$ cat src/vp8_rtp_packetizer_assert.svh
// Assertion macros shared by the VP8 RTP packetizer modules.
// No dependencies; each module includes this file where it asserts.
`ifndef VP8_RTP_PACKETIZER_ASSERT_SVH
`define VP8_RTP_PACKETIZER_ASSERT_SVH

// Same-cycle implication, disabled during reset.
`define VRP_ASSERT_IMPLY(label, clk, rst, ante, cons, msg) \
  label: assert property (@(posedge clk) disable iff (rst) (ante) |-> (cons)) \
    else $error(msg);

// Next-cycle implication, disabled during reset.
`define VRP_ASSERT_NEXT(label, clk, rst, ante, cons, msg) \
  label: assert property (@(posedge clk) disable iff (rst) (ante) |=> (cons)) \
    else $error(msg);

`endif

$ cat src/vrp_pkg.sv
// Shared types, codes and helpers for the VP8 RTP packetizer.
// No dependencies; imported by every module of the block.
`timescale 1ns / 1ps

package vrp_pkg;

  // Picture ID modes; the unused code behaves as none.
  localparam logic [1:0] ID_NONE    = 2'd0;
  localparam logic [1:0] ID_SEVEN   = 2'd1;
  localparam logic [1:0] ID_FIFTEEN = 2'd2;

  // Register indexes on the configuration port.
  localparam logic [1:0] REG_ID_MODE  = 2'd0;
  localparam logic [1:0] REG_ID_START = 2'd1;
  localparam logic [1:0] REG_MTU      = 2'd2;
  localparam logic [1:0] REG_CSRC     = 2'd3;

  localparam logic [15:0] MTU_RESET     = 16'd1400;
  localparam logic [6:0]  RTP_HDR_BYTES = 7'd12;
  localparam logic [15:0] MIN_FRAME     = 16'd3;
  localparam logic [7:0]  TL0_RESET     = 8'hFF;
  localparam int          START_BIT     = 44;   // S bit inside the first descriptor byte

  typedef struct packed {
    logic        action;
    logic [15:0] frame_size;
    logic        droppable;
    logic        is_delta;
    logic        temporal_request;
    logic [1:0]  tid;
    logic        sync_bit;
  } item_t;

  typedef struct packed {
    logic [47:0] descriptor;
    logic [2:0]  descriptor_len;
    logic [15:0] payload_offset;
    logic [15:0] payload_len;
    logic        marker;
    logic        delta_flag;
    logic        error;
    logic        last;
  } result_t;

  // Classified frame handed from front to back.
  typedef struct packed {
    logic        error;
    logic [47:0] desc;
    logic [2:0]  desc_len;
    logic [15:0] frame_size;
    logic [15:0] slice_len;
    logic        delta;
  } cmd_t;

  typedef struct packed {
    logic [1:0]  id_mode;
    logic [15:0] mtu;
    logic [3:0]  csrc_count;
  } cfg_t;

  typedef struct packed {
    logic        load;
    logic [14:0] value;
  } pic_load_t;

  function automatic logic [14:0] mask_pic(input logic [1:0] mode, input logic [14:0] v);
    logic [14:0] r;
    r = 15'd0;
    if (mode == ID_SEVEN) begin
      r = {8'd0, v[6:0]};
    end else if (mode == ID_FIFTEEN) begin
      r = v;
    end
    return r;
  endfunction

endpackage

$ cat src/vp8_rtp_packetizer.sv
// VP8 RTP packetizer, top level: configuration registers, front, queue, back.
// Depends on vrp_pkg, vrp_front, vrp_queue and vrp_back.
//
// Push a frame descriptor (action 0) or a gap/flush event (action 1). A frame
// is cut into slices that fit the MTU after the 12-byte RTP header, four
// bytes per CSRC and the RFC 7741 payload descriptor, and one result per slice
// comes out of the result queue, with marker and last on the final one. PartID
// is always 0 and S is set on the first packet only. A frame under 3 bytes, or
// one needing more than MAX_PACKETS packets (or an MTU with no payload room),
// gives a single result with only error and last set, and leaves the picture
// ID and layer state alone. An event gives no result; it only advances the
// picture ID. Rate: the front end takes one item per cycle while its
// two-entry command queue has room; the back end loads a command only while idle
// and then emits one result per packet of it, so it takes the next command only
// after the last packet of the current one (or its error result) is emitted.
// Result pops stall the back end only through the single result register.
// Write configuration only while the block is idle; writing id_mode or
// id_start reloads the picture ID, masked to the mode width.
`timescale 1ns / 1ps

module vp8_rtp_packetizer import vrp_pkg::*; #(
  parameter int MAX_PACKETS = 64
) (
  input  logic        clk,
  input  logic        rst,
  // input item queue
  input  logic        push,
  output logic        full,
  input  item_t       item,
  // result queue
  output logic        empty,
  input  logic        pop,
  output result_t     result,
  // configuration port
  input  logic        psel,
  input  logic        penable,
  input  logic        pwrite,
  input  logic [3:0]  paddr,
  input  logic [31:0] pwdata,
  output logic [31:0] prdata,
  output logic        pready
);

  logic [1:0]  id_mode;
  logic [14:0] id_start;
  logic [15:0] mtu;
  logic [3:0]  csrc_count;

  logic        cfg_wr;
  logic [1:0]  reg_idx;
  logic [1:0]  mode_next;
  logic [14:0] start_next;
  cfg_t        cfg;
  pic_load_t   pic_load;

  logic cmd_wr;
  cmd_t cmd;
  logic cmd_full;
  logic q_rd;
  logic q_empty;
  cmd_t q_data;

  assign pready  = 1'b1;
  assign reg_idx = paddr[3:2];
  assign cfg_wr  = psel && penable && pwrite && pready;

  // Register read back; every index maps to a register.
  always_comb begin
    prdata = 32'd0;
    unique case (reg_idx)
      REG_ID_MODE:  prdata = {30'd0, id_mode};
      REG_ID_START: prdata = {17'd0, id_start};
      REG_MTU:      prdata = {16'd0, mtu};
      REG_CSRC:     prdata = {28'd0, csrc_count};
    endcase
  end

  // Reload the picture ID from the values that this transfer leaves behind.
  assign mode_next  = (cfg_wr && reg_idx == REG_ID_MODE)  ? pwdata[1:0]  : id_mode;
  assign start_next = (cfg_wr && reg_idx == REG_ID_START) ? pwdata[14:0] : id_start;
  assign pic_load.load  = cfg_wr && (reg_idx == REG_ID_MODE || reg_idx == REG_ID_START);
  assign pic_load.value = mask_pic(mode_next, start_next);

  always_ff @(posedge clk) begin
    if (rst) begin
      id_mode    <= ID_NONE;
      id_start   <= 15'd0;
      mtu        <= MTU_RESET;
      csrc_count <= 4'd0;
    end else if (cfg_wr) begin
      unique case (reg_idx)
        REG_ID_MODE:  id_mode    <= pwdata[1:0];
        REG_ID_START: id_start   <= pwdata[14:0];
        REG_MTU:      mtu        <= pwdata[15:0];
        REG_CSRC:     csrc_count <= pwdata[3:0];
      endcase
    end
  end

  assign cfg.id_mode    = id_mode;
  assign cfg.mtu        = mtu;
  assign cfg.csrc_count = csrc_count;

  vrp_front #(
    .MAX_PACKETS(MAX_PACKETS)
  ) u_front (
    .clk      (clk),
    .rst      (rst),
    .cfg      (cfg),
    .pic_load (pic_load),
    .push     (push),
    .full     (full),
    .item     (item),
    .cmd_wr   (cmd_wr),
    .cmd      (cmd),
    .cmd_full (cmd_full)
  );

  vrp_queue u_queue (
    .clk     (clk),
    .rst     (rst),
    .wr      (cmd_wr),
    .wr_data (cmd),
    .full    (cmd_full),
    .rd      (q_rd),
    .rd_data (q_data),
    .empty   (q_empty)
  );

  vrp_back u_back (
    .clk     (clk),
    .rst     (rst),
    .q_empty (q_empty),
    .q_data  (q_data),
    .q_rd    (q_rd),
    .empty   (empty),
    .pop     (pop),
    .result  (result)
  );

endmodule

$ cat src/vrp_front.sv
// Front end: accepts items, builds the payload descriptor and checks the frame.
// Depends on vrp_pkg; owns picture ID, TL0 index and temporal flag.
`timescale 1ns / 1ps

module vrp_front import vrp_pkg::*; #(
  parameter int MAX_PACKETS = 64
) (
  input  logic      clk,
  input  logic      rst,
  input  cfg_t      cfg,
  input  pic_load_t pic_load,
  input  logic      push,
  output logic      full,
  input  item_t     item,
  output logic      cmd_wr,
  output cmd_t      cmd,
  input  logic      cmd_full
);

  localparam int PW = 16 + $clog2(MAX_PACKETS + 1);

  logic [14:0] picture_number;
  logic [7:0]  base_layer_index;
  logic        temporal_present;

  logic        accept;
  logic        tp;
  logic [1:0]  layer;
  logic        sync;
  logic        x_bit;
  logic        id_on;
  logic [2:0]  hlen;
  logic [6:0]  overhead;
  logic [15:0] pl;
  logic [PW-1:0] limit;
  logic        bad;
  logic [7:0]  tl0_next;
  logic [7:0]  b0;
  logic [7:0]  ext;
  logic [15:0] tl;
  logic [47:0] desc;

  assign full   = cmd_full;
  assign accept = push && !full;

  always_comb begin
    tp    = temporal_present | item.temporal_request;
    layer = item.temporal_request ? item.tid : 2'd0;
    sync  = item.temporal_request & item.sync_bit;
    id_on = (cfg.id_mode == ID_SEVEN) || (cfg.id_mode == ID_FIFTEEN);
    x_bit = id_on || tp;

    hlen = 3'd1;
    if (x_bit) begin
      hlen = 3'd2 + (tp ? 3'd2 : 3'd0) +
             ((cfg.id_mode == ID_SEVEN) ? 3'd1 : (cfg.id_mode == ID_FIFTEEN) ? 3'd2 : 3'd0);
    end
    overhead = {4'd0, hlen} + RTP_HDR_BYTES + {1'b0, cfg.csrc_count, 2'b00};
    pl       = (cfg.mtu > {9'd0, overhead}) ? (cfg.mtu - {9'd0, overhead}) : 16'd0;
    limit    = PW'(pl) * PW'(MAX_PACKETS);
    bad      = (item.frame_size < MIN_FRAME) || (pl == 16'd0) ||
               (PW'(item.frame_size) > limit);

    // Bump TL0PICIDX on a base-layer frame while temporal fields are on.
    tl0_next = (tp && layer == 2'd0) ? base_layer_index + 8'd1 : base_layer_index;

    b0  = {x_bit, 1'b0, item.droppable, 5'd0};
    ext = {id_on, tp, tp, 5'd0};
    tl  = tp ? {tl0_next, layer, sync, 5'd0} : 16'd0;
    desc = {b0, 40'd0};
    if (x_bit) begin
      unique case (cfg.id_mode)
        ID_SEVEN:   desc = {b0, ext, 1'b0, picture_number[6:0], tl, 8'd0};
        ID_FIFTEEN: desc = {b0, ext, 1'b1, picture_number[14:8], picture_number[7:0], tl};
        default:    desc = {b0, ext, tl, 16'd0};
      endcase
    end

    cmd            = '0;
    cmd.error      = bad;
    if (!bad) begin
      cmd.desc       = desc;
      cmd.desc_len   = hlen;
      cmd.frame_size = item.frame_size;
      cmd.slice_len  = pl;
      cmd.delta      = item.is_delta;
    end
  end

  assign cmd_wr = accept && !item.action;

  always_ff @(posedge clk) begin
    if (rst) begin
      picture_number   <= 15'd0;
      base_layer_index <= TL0_RESET;
      temporal_present <= 1'b0;
    end else if (pic_load.load) begin
      picture_number <= pic_load.value;
    end else if (accept && (item.action || !bad)) begin
      picture_number <= mask_pic(cfg.id_mode, picture_number + 15'd1);
      if (!item.action) begin
        temporal_present <= tp;
        base_layer_index <= tl0_next;
      end
    end
  end

endmodule

$ cat src/vrp_queue.sv
// Two-entry command queue between the front and back ends.
// Depends on vrp_pkg for the command type.
`timescale 1ns / 1ps

`include "vp8_rtp_packetizer_assert.svh"

module vrp_queue import vrp_pkg::*; (
  input  logic clk,
  input  logic rst,
  input  logic wr,
  input  cmd_t wr_data,
  output logic full,
  input  logic rd,
  output cmd_t rd_data,
  output logic empty
);

  localparam int DEPTH = 2;
  localparam int AW    = $clog2(DEPTH);

  cmd_t          entries [DEPTH];
  logic [AW-1:0] wr_ptr;
  logic [AW-1:0] rd_ptr;
  logic [AW:0]   count;

  assign full    = (count == (AW + 1)'(DEPTH));
  assign empty   = (count == '0);
  assign rd_data = entries[rd_ptr];

  always_ff @(posedge clk) begin
    if (wr) begin
      entries[wr_ptr] <= wr_data;
    end
  end

  always_ff @(posedge clk) begin
    if (rst) begin
      wr_ptr <= '0;
      rd_ptr <= '0;
      count  <= '0;
    end else begin
      if (wr) wr_ptr <= wr_ptr + AW'(1);
      if (rd) rd_ptr <= rd_ptr + AW'(1);
      count <= count + (AW + 1)'(wr) - (AW + 1)'(rd);
    end
  end

  `VRP_ASSERT_IMPLY(a_no_overflow, clk, rst, wr, !full || rd, "queue written while full")
  `VRP_ASSERT_IMPLY(a_no_underflow, clk, rst, rd, !empty, "queue read while empty")

endmodule

$ cat src/vrp_back.sv
// Back end: walks one queued command into packet results.
// Depends on vrp_pkg; drives the result register of the block.
`timescale 1ns / 1ps

`include "vp8_rtp_packetizer_assert.svh"

module vrp_back import vrp_pkg::*; (
  input  logic    clk,
  input  logic    rst,
  input  logic    q_empty,
  input  cmd_t    q_data,
  output logic    q_rd,
  output logic    empty,
  input  logic    pop,
  output result_t result
);

  cmd_t        cur;
  logic        busy;
  logic        first;
  logic [15:0] offset;
  logic        out_valid;

  logic        out_free;
  logic        emit;
  logic [15:0] remaining;
  logic        fits;
  logic [15:0] avail;
  result_t     pkt;

  assign out_free = !out_valid || pop;
  assign q_rd     = !busy && !q_empty;
  assign emit     = busy && out_free;
  assign empty    = !out_valid;

  always_comb begin
    remaining = cur.frame_size - offset;
    fits      = cur.slice_len >= remaining;
    avail     = fits ? remaining : cur.slice_len;

    pkt = '0;
    if (cur.error) begin
      pkt.error = 1'b1;
      pkt.last  = 1'b1;
    end else begin
      pkt.descriptor     = cur.desc;
      pkt.descriptor[START_BIT] = first;
      pkt.descriptor_len = cur.desc_len;
      pkt.payload_offset = offset;
      pkt.payload_len    = avail;
      pkt.marker         = fits;
      pkt.delta_flag     = first ? cur.delta : 1'b1;
      pkt.last           = fits;
    end
  end

  always_ff @(posedge clk) begin
    if (q_rd) begin
      cur <= q_data;
    end
    if (emit) begin
      result <= pkt;
    end
  end

  always_ff @(posedge clk) begin
    if (rst) begin
      busy      <= 1'b0;
      first     <= 1'b0;
      offset    <= 16'd0;
      out_valid <= 1'b0;
    end else begin
      if (q_rd) begin
        busy   <= 1'b1;
        first  <= 1'b1;
        offset <= 16'd0;
      end else if (emit) begin
        first  <= 1'b0;
        offset <= offset + avail;
        if (cur.error || fits) busy <= 1'b0;
      end
      if (emit) begin
        out_valid <= 1'b1;
      end else if (pop) begin
        out_valid <= 1'b0;
      end
    end
  end

  `VRP_ASSERT_IMPLY(a_err_shape, clk, rst, out_valid && result.error,
                    result.last && !result.marker && result.descriptor_len == 3'd0,
                    "error result not in its fixed form")
  `VRP_ASSERT_IMPLY(a_mark_last, clk, rst, out_valid && !result.error,
                    result.marker == result.last && result.payload_len != 16'd0,
                    "packet result with bad marker or empty slice")
  `VRP_ASSERT_NEXT(a_frame_end, clk, rst, emit && (cur.error || fits), !busy,
                   "back end still busy after the last packet")

endmodule

$ cat config.mk
export PLATFORM = sky130hd
export DESIGN_NAME = vp8_rtp_packetizer
export DESIGN_NICKNAME = d
export VERILOG_FILES = /design/src/vrp_pkg.sv /design/src/vp8_rtp_packetizer.sv /design/src/vrp_front.sv /design/src/vrp_queue.sv /design/src/vrp_back.sv
export VERILOG_INCLUDE_DIRS = /design/src /design/src/src
export SDC_FILE = /design/constraint.sdc
export NUM_CORES = 1
export LEC_CHECK = 0
export CORE_MARGIN = 2
export CORE_UTILIZATION = 55
export CTS_CLUSTER_SIZE = 40
export DETAILED_ROUTE_END_ITERATION = 10
export DONT_BUFFER_PORTS = 1
export GPL_TIMING_DRIVEN = 1
export PLACE_DENSITY = 0.73
export SLEW_MARGIN = 25
export SYNTH_ARGS = -nofsm -noshare
export SYNTH_HDL_FRONTEND = slang
export SYNTH_SLANG_ARGS = --single-unit
export TNS_END_PERCENT = 50
$ cat constraint.sdc
create_clock -name clk -period 5.7 [get_ports clk]
set_input_delay 0.285 -clock clk [delete_from_list [all_inputs] [get_ports clk]]
set_output_delay 0.285 -clock clk [all_outputs]
set_load 0.05 [all_outputs]
After elaboration in Yosys (flattened, before gate mapping)
Memories as Yosys holds them, arrays and structs flattened. A register that Yosys moved wholly into a read port is not among the register bits.
Index checks and enable logic that the tools add are counted.
{ "classes": {"n_div": 0, "n_reduce_logical": 40, "n_mul": 0, "add_sub_neg": 13, "n_lt_le_gt_ge": 4, "mux": 32, "bitwise": 4, "shifts": 0, "eq_ne": 8} }
{ "op_table": {"columns": ["operator", "count"], "rows": [
  ["$pmux W32 S4", 1],
  ["$mux W15", 7],
  ["$mux W84", 1],
  ["$pmux W32 S2", 1],
  ["$mux W16", 3],
  ["$mux W48", 1],
  ["$gt A16 B22 Y1", 1],
  ["$add A16 B16 Y16", 1],
  ["$ge A16 B16 Y1", 1],
  ["$gt A16 B7 Y1", 1],
  ["$logic_not A16 Y1", 1],
  ["$lt A16 B2 Y1 const B", 1],
  ["$sub A16 B16 Y16", 1],
  ["$sub A16 B7 Y16", 1],
  ["$add A15 B1 Y15 const B", 1],
  ["$logic_and A1 B1 Y1", 11],
  ["$mux W1", 11],
  ["$eq A2 B2 Y1 const B", 5],
  ["$reduce_and A2 Y1", 5],
  ["$add A8 B1 Y8 const B", 1],
  ["$logic_or A1 B1 Y1", 8],
  ["$mux W2", 4],
  ["$mux W8", 1],
  ["$reduce_bool A2 Y1", 4],
  ["other kinds (16)", 28]
]} }
{ "totals": {"n_memories": 1, "rom_bits": 0, "output_inout_bits": 122, "word_cells": 124, "in_bits": 66, "ff_bits": 171, "latchBits": 0, "ram_bits": 170} }
{ "mem_list": {"columns": ["name", "words", "word_bits", "rd", "rd_clocked_by_memory_dff", "wr", "line_no", "rtl"], "rows": [
  ["u_queue.entries", 2, 85, 1, 1, 1, "vrp_queue.sv:21", "cmd_t entries [DEPTH];"]
]} }

Depth between registers and ports, before layout
Gate-level depths: netlist (run 1).
{ "logic_depth": {"word_depth": 17, "mapped_depth": 31, "depth_no_buf": 30} }

Cells and area by module
Synthesis (run 1) repeated with hierarchy kept, for this count alone.
{ "unflattened": {"hier_cells": 1663, "hier_area_um2": 20343.3} }
{ "modules_own_cells": {"columns": ["module", "seq_area_each_um2", "cells_per_inst", "area_per_inst_um2", "n_inst"], "rows": [
  ["vrp_back", 5515.3, 614, 8277.9, 1],
  ["vrp_queue", 5205.0, 285, 6357.3, 1],
  ["vrp_front", 480.5, 523, 3677.3, 1],
  ["vp8_rtp_packetizer", 740.7, 241, 2030.7, 1]
]} }

Worst setup path after synthesis (run 1)
Ideal clock, no wire load.
{ "synth_timing": {"path_type": "register to register", "from": "register u_queue.count[1]", "to": "memory u_queue.entries[0][0] in the netlist's numbering, enable pin", "path_stages_with_launch": 4, "t_arrival_ns": 5.489, "setup_slack_ns": -0.366, "synth_period_minus_slack_ns": 6.066, "n_path_buf": 0, "setup_time_ns": 0.578, "required_time_ns": 5.122, "cell_sequence": "dfxtp_1 > nor2b_1 > nand2b_1 > nor3_1"} }
{ "synth_between": {"elab_chain_len": 6} }
{ "synth_lines": {"columns": ["element", "line_no", "rtl"], "rows": [
  ["from (decl)", "vrp_queue.sv:24", "logic [AW:0] count;"],
  ["from (signal assigned)", "vrp_queue.sv:44", "count <= count + (AW + 1)'(wr) - (AW + 1)'(rd);"],
  ["$eq A2 B2 Y1", "vrp_queue.sv:26", "assign full = (count == (AW + 1)'(DEPTH));"],
  ["named net full", "vp8_rtp_packetizer.sv:28", "output logic full,"],
  ["$logic_not A1 Y1", "vrp_front.sv:44", "assign accept = push && !full;"],
  ["$logic_and A1 B1 Y1", "vrp_front.sv:44", null],
  ["$logic_and A1 B1 Y1", "vrp_front.sv:90", "assign cmd_wr = accept && !item.action;"],
  ["$mux W1", "vrp_queue.sv:31", "if (wr) begin"],
  ["$mux W1 (not written as such)", "vrp_queue.sv:32", "entries[wr_ptr] <= wr_data;"],
  ["to (decl)", "vrp_queue.sv:21", null]
]} }
The timed path passes the listed nets, and every way through them passes these cells.

Worst setup path after layout (run 1)
{ "layout_timing": {"from": "register u_back.cur[17] (netlist name)", "to": "register u_back.offset[15]"} }
{ "layout_between": {"elab_chain_len": 4} }
{ "layout_lines": {"columns": ["element", "line_no", "rtl"], "rows": [
  ["$sub A16 B16 Y16 (*)", "vrp_back.sv:37", "remaining = cur.frame_size - offset;"],
  ["$ge A16 B16 Y1", "vrp_back.sv:38", "fits = cur.slice_len >= remaining;"],
  ["$mux W16 (*)", "vrp_back.sv:39", "avail = fits ? remaining : cur.slice_len;"],
  ["named net u_back.avail[3]", "vrp_back.sv:28", "logic [15:0] avail;"],
  ["$add A16 B16 Y16 (*)", "vrp_back.sv:79", "offset <= offset + avail;"],
  ["to (signal assigned)", "vrp_back.sv:79", null],
  ["to (decl)", "vrp_back.sv:21", "logic [15:0] offset;"]
]} }
The timed path passes the listed nets; every way through them passes the cells marked *.
A chain may end at the register's enable or synchronous reset.

==> run metrics, run 1 <==
outcome finished, final reports clean; largest net degree at the start of global routing 72; detailed-routing iteration count for the pre-antenna-repair pass 6; crit share post-route between 90% and 100%; total leakage power 7.36 nW; max-cap viol count 0; Critical Path Max Stage Delay 0.39 ns; sequential area share after synthesis a little under three fifths; cell internal pwr between 7 and 8 mW; proportion of layout cells with a drive suffix above 1 20.4%; routed via count divided by cell count 5.71; Power per Cell Area 610 nW/µm²; type of the setup path with the least slack register to register; final cell count without fillers ~2000; area growth from synthesis to final layout 16.1%; aggregate routed wire length 37300 µm; area after detailed placement 18000 µm²; vias in the first global route 10796; # placed instances 1867; maximum count of clock buffers along a single path 3; average wire per cell in the routed design 18.8 µm; Chip Height 182 µm; fraction of power spent switching nets 38.9%; worst supply voltage drop on vdd between 0.3 and 0.4 mV; number of warning messages in the yosys log 0; Post-synth EDFFs approximately 280; adder and majority cell fraction of the synthesized area 5.73%; maximum operating frequency approximately 0.18 GHz; Main synth FF type sky130_fd_sc_hd__edfxtp_1; total gr overflow 0; number of buffers created by CTS 37; register-to-register path setup slack 0.14 ns; total power after layout 12.3 mW; worst-case setup slack after placement -0.242 ns; Seq pwr share 37.1%; starting density of the core a little under three fifths; clk root buf sky130_fd_sc_hd__clkbuf_16; Rel. slew slack 34.3%; top library cells by usage in the layout, fill and taps aside sky130_fd_sc_hd__edfxtp_1 (275), sky130_fd_sc_hd__nor2_1 (128), sky130_fd_sc_hd__nand2_1 (90); final core occ 64.3%; residual DRC count 0; maximum fanout encountered on the critical timing path 5; Net Switching 4.78 mW; combinational fraction of design power 42.9%; ant diodes 0; num rows 65; simple-gate share of the synthesized area a little over an eighth; largest family of logic cells by synthesized area simple AND/OR/NAND/NOR gates; TritonCTS clock tree yes; proportion of synthesized flip-flops having asynchronous set or reset 0%; Skew-Pair Late Insertion Delay 0.53 ns; Min Clock Period, post-route ~5.6 ns; portion of netlist area occupied by mux cells around 7.1%; most common cell after layout, fill and taps aside sky130_fd_sc_hd__edfxtp_1; Worst setup EP type register; critical path arrival 5.98 ns; initial DRC count 888; Die Area roughly 33000 µm²; post-synth cell types 72; area fraction in compound gates after synthesis about a tenth; worst setup skew after layout 0.0108 ns; hold depth 2; slowest cell on the critical path sky130_fd_sc_hd__edfxtp_1; xor-xnor portion of the synthesized cell area 2.88%; Fin. Hold Viols 0; final setup violation count 0; HPWL after detailed placement 24900 µm; post-synthesis sequential element count 359; Mapped Avg Cell Area approximately 12 µm²; GRT Total Usage 22.4%; total of buffers placed on input and output ports 0; total number of vias 11328; CP Data Required Time between 6 and 7 ns; post-layout instance area 20100 µm²; initial antenna violation count 0; Clk pin slew, worst setup/hold paths 0.06 ns; Register-to-Register Path Depth 30; cell area after synthesis 17300 µm²; Clock Sinks between 300 and 400; I/O pin cnt 188; slew at the pin with the worst max-slew slack 0.985 ns; first-pass GRT wire length 58500 µm; clock group share of total power 19.9%; antenna-violating nets left 0; final setup slack of the worst path about 0.14 ns; x dimension of the die ~180 µm; Core Box Area around 31000 µm²; class of the tightest hold or removal check input port to register; gpl congestion about 0.87; post-synthesis instance total 1456; setup repair after global routing missed its margin true; Layout Nets 1696; deepest level of the CTS H-tree 2; Critical Path Source Type register; number of pins with negative max-slew slack in the final report 0
## metal layers
metal / track usage, % / share of wire, % / routed length [µm]
met1: 32.1 / 45 / 16900
met5: 0 / 0 / 0
met4: 7.38 / 2.7 / 1010
met2: 34.3 / 45 / 16900
met3: 4.55 / 6.5 / 2440
## Yosys cell counts, drive strengths merged, types with 10 or more instances
library cell | instances | area (µm²)
a22o | 13 | 114
nor2 | 138 | 518
nand3 | 12 | 60.1
a21oi | 66 | 342
and3 | 10 | 67.6
buf | 46 | 333
xor2 | 29 | 254
dfxtp | 84 | 1680
nor3 | 39 | 195
o22ai | 10 | 62.6
o21ai | 34 | 170
mux2 | 81 | 912
a21o | 16 | 120
nand2 | 91 | 342
or3 | 11 | 68.8
edfxtp | 275 | 8260
or2 | 12 | 75.1
xnor2 | 28 | 245
mux2i | 27 | 270
nand4 | 12 | 75.1
and2 | 30 | 189
clkbuf | 49 | 184
inv | 60 | 225
ha | 73 | 913
nor2b | 66 | 413
a211oi | 19 | 153
nand2b | 12 | 75.1
## logic make-up after synthesis
| family | count (synthesis) |
|---|---|
| adders and majority gates | 77 |
| muxes | 110 |
| xor gates and xnor gates | 57 |
| AOI/OAI and AO/OA | 236 |
| buffers and inverters | 155 |
| DFF | 359 |
| and+or+nand+nor | 460 |
| other | 2 |
## path summary, 6_finish.rpt
check,start,end
setup / recovery,u_back.cur[17],u_back.offset[15]
setup reg to reg,u_back.cur[17],u_back.offset[15]
hold / removal,pwdata[5],id_start[5]
hold reg to reg,u_back.offset[9],u_back.offset[9]
## area by class of cell
cell class	instances	area, µm²
Clock buffer	52	1000
Clock inverter	16	234
Fill cell	2286	11200
Inverter	60	226
Multi-Input combinational cell	972	7170
Sequential cell	359	9940
Tap cell	402	503
Timing Repair Buffer	123	1060
## state kept, by name (all words and copies together), names as in the netlist, 2 cells and up
signal and flops:
u_queue.entries 136, u_back.result 71, u_back.cur 68, mtu 16, u_back.offset 16, id_start 15
u_front.picture_number 15, u_front.base_layer_index 8, csrc_count 4, id_mode 2, u_queue.count 2
## repair_timing
item,in CTS,in global routing
hold endpoints to repair,100,0
gates resized for setup,11,83
cloned,0,1
pin swaps,3,29
hold buffers,39,0
endpoints found under the setup margin,22,152
buffers inserted,1,8
## per-stage QoR
stage               hold WS, ns  setup TNS [ns]
finish                   0.0330               0
CTS                     0.00326         -0.0645
detailed placement        0.365           -1.84
global placement          0.365          -0.305
floorplan                 0.406           -1.36
global route             0.0262          -0.509
## critical path: cells and delay by family, from the launching register on
kind | cells | cell delay [ns]
and+or+nand+nor | 4 | 0.43
xor gates and xnor gates | 2 | 0.36
DFF | 1 | 0.39
adders and majority gates | 4 | 1.08
buffers and inverters | 5 | 0.56
muxes | 1 | 0.39
AOI/OAI and AO/OA | 14 | 2.23
## power by group through the flow
stage / Sequential (mW) / Combinational, mW / Clock [mW]
floorplan: 4.54 / 3.33 / 0
global placement: 4.59 / 4.56 / 0
detailed placement: 4.61 / 4.64 / 0
CTS: 4.56 / 4.82 / 2.49
global route: 4.61 / 5.82 / 2.60
finish: 4.56 / 5.27 / 2.45
No activity file was read; power rests on OpenSTA's default activity.
==> run 2: changes to the inputs <==
--- a/config.mk
+++ b/config.mk
@@ -6,13 +6,15 @@
 export SDC_FILE = /design/constraint.sdc
 export NUM_CORES = 1
 export LEC_CHECK = 0
+export CELL_PAD_IN_SITES_DETAIL_PLACEMENT = 0
+export CELL_PAD_IN_SITES_GLOBAL_PLACEMENT = 1
 export CORE_MARGIN = 2
-export CORE_UTILIZATION = 55
+export CORE_UTILIZATION = 47
 export CTS_CLUSTER_SIZE = 40
 export DETAILED_ROUTE_END_ITERATION = 10
 export DONT_BUFFER_PORTS = 1
 export GPL_TIMING_DRIVEN = 1
-export PLACE_DENSITY = 0.73
+export PLACE_DENSITY_LB_ADDON = 0.1
 export SLEW_MARGIN = 25
 export SYNTH_ARGS = -nofsm -noshare
 export SYNTH_HDL_FRONTEND = slang
==> run metrics, run 2 (synthesis results as in run 1) <==
vias in the first global route 11028 (was 10796); clk root buf sky130_fd_sc_hd__clkbuf_16 (unchanged); final setup slack of the worst path 0.247 ns (was 0.144 ns); initial antenna violation count 0 (unchanged); CP Data Required Time 6.09 ns (was 6.12 ns); HPWL after detailed placement 27000 µm (was 24900 µm); largest registers u_queue.entries x136, u_back.result x71, u_back.cur x68 (unchanged); initial DRC count 568 (was 888); Clk pin slew, worst setup/hold paths 0.06 ns (about the same); register with the most flip-flops u_queue.entries (unchanged); antenna-violating nets left 0 (unchanged); total leakage power 7.50 nW (was 7.36 nW); Die Area 38500 µm² (was 33000 µm²); Power per Cell Area 617 nW/µm² (was 610 nW/µm²); routed via count divided by cell count 5.44 (was 5.71); Critical Path Max Stage Delay 0.49 ns (was 0.39 ns); area growth from synthesis to final layout 17.9% (was 16.1%); detailed-routing iteration count for the pre-antenna-repair pass 5 (was 6); average wire per cell in the routed design 19.1 µm (was 18.8 µm); largest net degree at the start of global routing 72 (unchanged); aggregate routed wire length 39700 µm (was 37300 µm); critical path arrival 5.85 ns (was 5.98 ns); total gr overflow 0 (unchanged); number of pins with negative max-slew slack in the final report 0 (unchanged); slowest cell on the critical path sky130_fd_sc_hd__or3_4 (was sky130_fd_sc_hd__edfxtp_1); number of buffers created by CTS 41 (was 37); Clock Sinks 359 (unchanged); top library cells by usage in the layout, fill and taps aside sky130_fd_sc_hd__edfxtp_1 (275), sky130_fd_sc_hd__nor2_1 (127), sky130_fd_sc_hd__buf_4 (96) (was sky130_fd_sc_hd__edfxtp_1 (275), sky130_fd_sc_hd__nor2_1 (128), sky130_fd_sc_hd__nand2_1 (90)); Skew-Pair Late Insertion Delay 0.56 ns (was 0.53 ns); class of the tightest hold or removal check input port to register (unchanged); outcome finished, final reports clean (unchanged); worst setup skew after layout 0.0253 ns (was 0.0108 ns); total of buffers placed on input and output ports 0 (unchanged); first-pass GRT wire length 62300 µm (was 58500 µm); residual DRC count 0 (unchanged); final setup violation count 0 (unchanged); worst-case setup slack after placement -0.147 ns (was -0.242 ns); x dimension of the die 196 µm (was 182 µm); maximum fanout encountered on the critical timing path 8 (was 5); Chip Height 196 µm (was 182 µm); total number of vias 11293 (was 11328); crit share post-route 95.7% (was 97.5%); starting density of the core 47.6% (was 55.4%); Core Box Area 36400 µm² (was 31300 µm²); I/O pin cnt 188 (unchanged); proportion of layout cells with a drive suffix above 1 21.2% (was 20.4%); worst supply voltage drop on vdd 0.297 mV (was 0.339 mV); Fin. Hold Viols 0 (unchanged); summed negative setup slack over all endpoints 0 ns (unchanged); maximum count of clock buffers along a single path 3 (unchanged); Worst setup EP type register (unchanged); Layout Nets 1718 (was 1696); max-cap viol count 0 (unchanged); most common cell after layout, fill and taps aside sky130_fd_sc_hd__edfxtp_1 (unchanged); TritonCTS clock tree yes (unchanged); gpl congestion 0.868 (was 0.866); max FFs per register 136 (unchanged); ant diodes 0 (unchanged); deepest level of the CTS H-tree 2 (unchanged); slew at the pin with the worst max-slew slack 0.935 ns (was 0.985 ns); num rows 70 (was 65); Rel. slew slack 37.7% (was 34.3%); maximum operating frequency 0.183 GHz (was 0.180 GHz); Min Clock Period, post-route 5.45 ns (was 5.56 ns); type of the setup path with the least slack register to register (unchanged); Critical Path Source Type register (unchanged); GRT Total Usage 20.7% (was 22.4%)
-- run 2: cell count changes in the layout (fill, tap and decap cells not counted), moves of 4 or more --
cell	previous run	this run
sky130_fd_sc_hd__clkbuf_1	13	8
sky130_fd_sc_hd__clkinv_1	1	8
sky130_fd_sc_hd__nor3_2	7	3
sky130_fd_sc_hd__nor3_1	30	34
sky130_fd_sc_hd__buf_4	79	96
sky130_fd_sc_hd__clkbuf_16	37	43
-- run 2: what timing repair did --
item                                   CTS  global route
setup buffers                            0            13
cloned                                   0             1
pin swaps                                2            41
setup endpoints to repair               22           159
hold buffers                            40             0
endpoints found under the hold margin   98             0
gates resized for setup                  5            84
-- run 2: worst max-delay path: cells and delay by family, from the launching register on --
kind | cells | cell delay (ns)
compound gates | 8 | 1.32
fa+ha+maj | 6 | 1.51
buf+inv | 6 | 0.59
flops | 1 | 0.33
simple gates | 9 | 1.57
-- run 2: final timing paths --
check | to | slack, ns | from | depth (start not counted)
worst max-delay path | u_queue.entries[1][45] | 0.25 | id_mode[0] | 29
worst min-delay path | u_queue.wr_ptr | 0.03 | item[22] | 3
worst max register to register | u_queue.entries[1][45] | 0.25 | id_mode[0] | 29
worst min register to register | u_back.offset[9] | 0.47 | u_back.offset[9] | 2
-- run 2: report_power, final --
part | switching, mW | total (mW) | internal, mW
combinational | 2.88 | 5.36 | 2.49
clock | 1.03 | 2.64 | 1.61
sequential | 0.968 | 4.60 | 3.63
total | 4.88 | 12.6 | 7.73
-- run 2: final cells by class --
| type | instances | area [µm²] |
|---|---|---|
| clock buffers | 51 | 1110 |
| repair buffers | 141 | 1200 |
| clock inverters | 25 | 260 |
| inverters | 60 | 226 |
| multi-input cells | 972 | 7130 |
| flip-flops and latches | 359 | 9940 |
| well taps | 468 | 586 |
| fillers | 3097 | 16000 |
-- run 2: layer usage --
layer | routed length (µm) | track usage [%] | vias up
met3 | 2030 | 3.83 | 50
met1 | 19900 | 31.1 | 5458
met5 | 0 | 0 | -
met2 | 17000 | 30.5 | 295
li1 | - | - | 5490
met4 | 779 | 5.95 | 0
-- run 2: per-stage QoR --
| step | cell area [µm²] | util (%) | power [mW] | std cells | hold WS, ns |
|---|---|---|---|---|---|
| after detailed placement | 18200 | 50.0 | 9.51 | 1946 | 0.365 |
| after floorplan | 17500 | - | 7.87 | 1486 | 0.406 |
| after CTS | 20000 | 55.0 | 12.3 | 2062 | 0.00100 |
| final | 20500 | 56.1 | 12.6 | 2076 | 0.0278 |
| after global routing | 20500 | 56.1 | 13.4 | 2076 | 0.0274 |
| after global placement | 18200 | 50.0 | 9.48 | 1946 | 0.368 |
==> run 3: changes to the inputs <==
--- a/config.mk
+++ b/config.mk
@@ -9,7 +9,7 @@
 export CELL_PAD_IN_SITES_DETAIL_PLACEMENT = 0
 export CELL_PAD_IN_SITES_GLOBAL_PLACEMENT = 1
 export CORE_MARGIN = 2
-export CORE_UTILIZATION = 47
+export CORE_UTILIZATION = 50
 export CTS_CLUSTER_SIZE = 40
 export DETAILED_ROUTE_END_ITERATION = 10
 export DONT_BUFFER_PORTS = 1
==> constraint.sdc (replaced) <==
create_clock -name clk -period 6.44 [get_ports clk]
set_input_delay 0.322 -clock clk [delete_from_list [all_inputs] [get_ports clk]]
set_output_delay 0.322 -clock clk [all_outputs]
set_load 0.05 [all_outputs]
==> run metrics, run 3 (synthesis results as in run 1) <==
outcome finished, final reports clean (unchanged); Die Area 36200 µm² (was 38500 µm²); Skew-Pair Late Insertion Delay 0.53 ns (was 0.56 ns); largest net degree at the start of global routing 73 (was 72); Hold WS 0.0265 ns (was 0.0278 ns); CP Data Required Time 6.83 ns (was 6.09 ns); Worst setup EP type register (unchanged); gpl congestion 0.861 (was 0.868); average wire per cell in the routed design 18.9 µm (was 19.1 µm); worst setup skew after layout 0.0178 ns (was 0.0253 ns); register with the most flip-flops u_queue.entries (unchanged); area after detailed placement 17700 µm² (was 18200 µm²); Critical Path Max Stage Delay 0.45 ns (was 0.49 ns); Net Switching 4.00 mW (was 4.88 mW); number of fillers in the final layout 2932 (was 3097); multi-input combinational cell area 6850 µm² (was 7130 µm²); largest registers u_queue.entries x136, u_back.result x71, u_back.cur x68 (unchanged); class of the tightest hold or removal check input port to register (unchanged); starting density of the core 50.5% (was 47.6%); number of buffers created by CTS 39 (was 41); Layout Nets 1619 (was 1718); maximum fanout encountered on the critical timing path 4 (was 8); critical path arrival 6.46 ns (was 5.85 ns); GRT Total Usage 20.5% (was 20.7%); aggregate routed wire length 37100 µm (was 39700 µm); proportion of layout cells with a drive suffix above 1 13.0% (was 21.2%); cell internal pwr 5.98 mW (was 7.73 mW); total gr overflow 0 (unchanged); cell repeated most along the worst path sky130_fd_sc_hd__a21oi_1; most common cell after layout, fill and taps aside sky130_fd_sc_hd__edfxtp_1 (unchanged); antenna-violating nets left 0 (unchanged); detailed-routing iteration count for the pre-antenna-repair pass 5 (unchanged); Core Box Area 34400 µm² (was 36400 µm²); summed negative setup slack over all endpoints 0 ns (unchanged); combinational fraction of design power 39.1% (was 42.5%); x dimension of the die 190 µm (was 196 µm); total number of vias 10716 (was 11293); initial DRC count 721 (was 568); top library cells by usage in the layout, fill and taps aside sky130_fd_sc_hd__edfxtp_1 (275), sky130_fd_sc_hd__nor2_1 (137), sky130_fd_sc_hd__nand2_1 (91) (was sky130_fd_sc_hd__edfxtp_1 (275), sky130_fd_sc_hd__nor2_1 (127), sky130_fd_sc_hd__buf_4 (96)); max-cap viol count 0 (unchanged); Fin. Hold Viols 0 (unchanged); worst supply voltage drop on vdd 0.294 mV (was 0.297 mV); total leakage power 6.89 nW (was 7.50 nW); first-pass GRT wire length 57700 µm (was 62300 µm); deepest level of the CTS H-tree 2 (unchanged); post-layout instance area 19100 µm² (was 20500 µm²); fraction of power spent switching nets 40.1% (was 38.7%); crit path buf inv count 2 (was 6); Critical Path Source Type register (unchanged); Rel. slew slack 35.6% (was 37.7%); I/O pin cnt 188 (unchanged); clk root buf sky130_fd_sc_hd__clkbuf_16 (unchanged); slowest cell on the critical path sky130_fd_sc_hd__fa_1 (was sky130_fd_sc_hd__or3_4); Seq pwr share 40.7% (was 36.5%); type of the setup path with the least slack register to register (unchanged); Power per Cell Area 522 nW/µm² (was 617 nW/µm²); HPWL after detailed placement 25500 µm (was 27000 µm); Clock Sinks 359 (unchanged); vias in the first global route 10248 (was 11028); routed via count divided by cell count 5.47 (was 5.44); initial antenna violation count 1 (was 0); area growth from synthesis to final layout 10.4% (was 17.9%); slew at the pin with the worst max-slew slack 0.964 ns (was 0.935 ns); area taken by flip-flops and latches 9940 µm² (about the same); residual DRC count 0 (unchanged); TritonCTS clock tree yes (unchanged); cell family contributing the most delay on the critical path compound AO/OA/AOI/OAI gates (was simple AND/OR/NAND/NOR gates); total of buffers placed on input and output ports 0 (unchanged); maximum operating frequency 0.165 GHz (was 0.183 GHz); final setup violation count 0 (unchanged); Min Clock Period, post-route 6.08 ns (was 5.45 ns); maximum count of clock buffers along a single path 3 (unchanged); number of pins with negative max-slew slack in the final report 0 (unchanged); final core occ 55.7% (was 56.1%); clock group share of total power 20.1% (was 21.0%); Chip Height 190 µm (was 196 µm); max FFs per register 136 (unchanged); Clk pin slew, worst setup/hold paths 0.06 ns (about the same); num rows 68 (was 70); crit share post-route 94.3% (was 95.7%)
run 3: changes by cell type in the layout (fill, tap and decap cells not counted), sizes merged:
cell,before,now
buf,102,22
dlygate4sd3,39,22
bufinv,5,0
clkbuf,51,48
clkinvlp,1,2
diode,0,1
run 3: what timing repair did:
action	CTS	global route
hold buffers	23	0
buffers inserted	0	1
hold endpoints to repair	61	0
setup endpoints to repair	0	47
resized for setup	0	9
run 3: layer usage:
layer  global-route usage, %  share of wire (%)
met4                    4.98                1.8
met2                    30.0                 42
met3                    4.20                5.7
met5                       0                  0
met1                    31.2                 50
run 3: final cells by class:
| type | count | share of cell area, % |
|---|---|---|
| Clock inverter | 21 | 0.738 |
| Antenna cell | 1 | 0.0131 |
| Clock buffer | 48 | 5.27 |
| Inverter | 60 | 1.18 |
| Timing Repair Buffer | 44 | 2.12 |
| Sequential cell | 359 | 51.9 |
| Tap cell | 455 | 2.97 |
| Multi-Input combinational cell | 972 | 35.8 |
run 3: power groups by stage:
stage               sequential, mW  clock (mW)  combinational, mW
detailed placement            4.12           0               3.76
global placement              4.11           0               3.72
finish                        4.07        2.01               3.91
global route                  4.12        2.15               4.38
CTS                           4.08        2.07               3.82
floorplan                     4.02           0               2.94
run 3: metrics by stage:
| step | power (mW) | worst slack (ns) | std cells |
|---|---|---|---|
| finish | 9.99 | 0.365 | 1960 |
| global route | 10.7 | -0.0289 | 1959 |
| CTS | 9.97 | 0.222 | 1958 |
| detailed placement | 7.88 | 0.262 | 1866 |
| global placement | 7.83 | 0.369 | 1866 |
| floorplan | 6.97 | 0.374 | 1486 |
run 3: path summary, 6_finish.rpt:
path | startpoint | end | slack (ns) | depth (start not counted)
setup / recovery | u_back.offset[0] | u_back.offset[14] | 0.36 | 26
setup reg to reg | u_back.offset[0] | u_back.offset[14] | 0.36 | 26
hold / removal | item[18] | u_queue.entries[0][29] | 0.03 | 1
hold reg to reg | u_back.offset[13] | u_back.offset[13] | 0.47 | 2
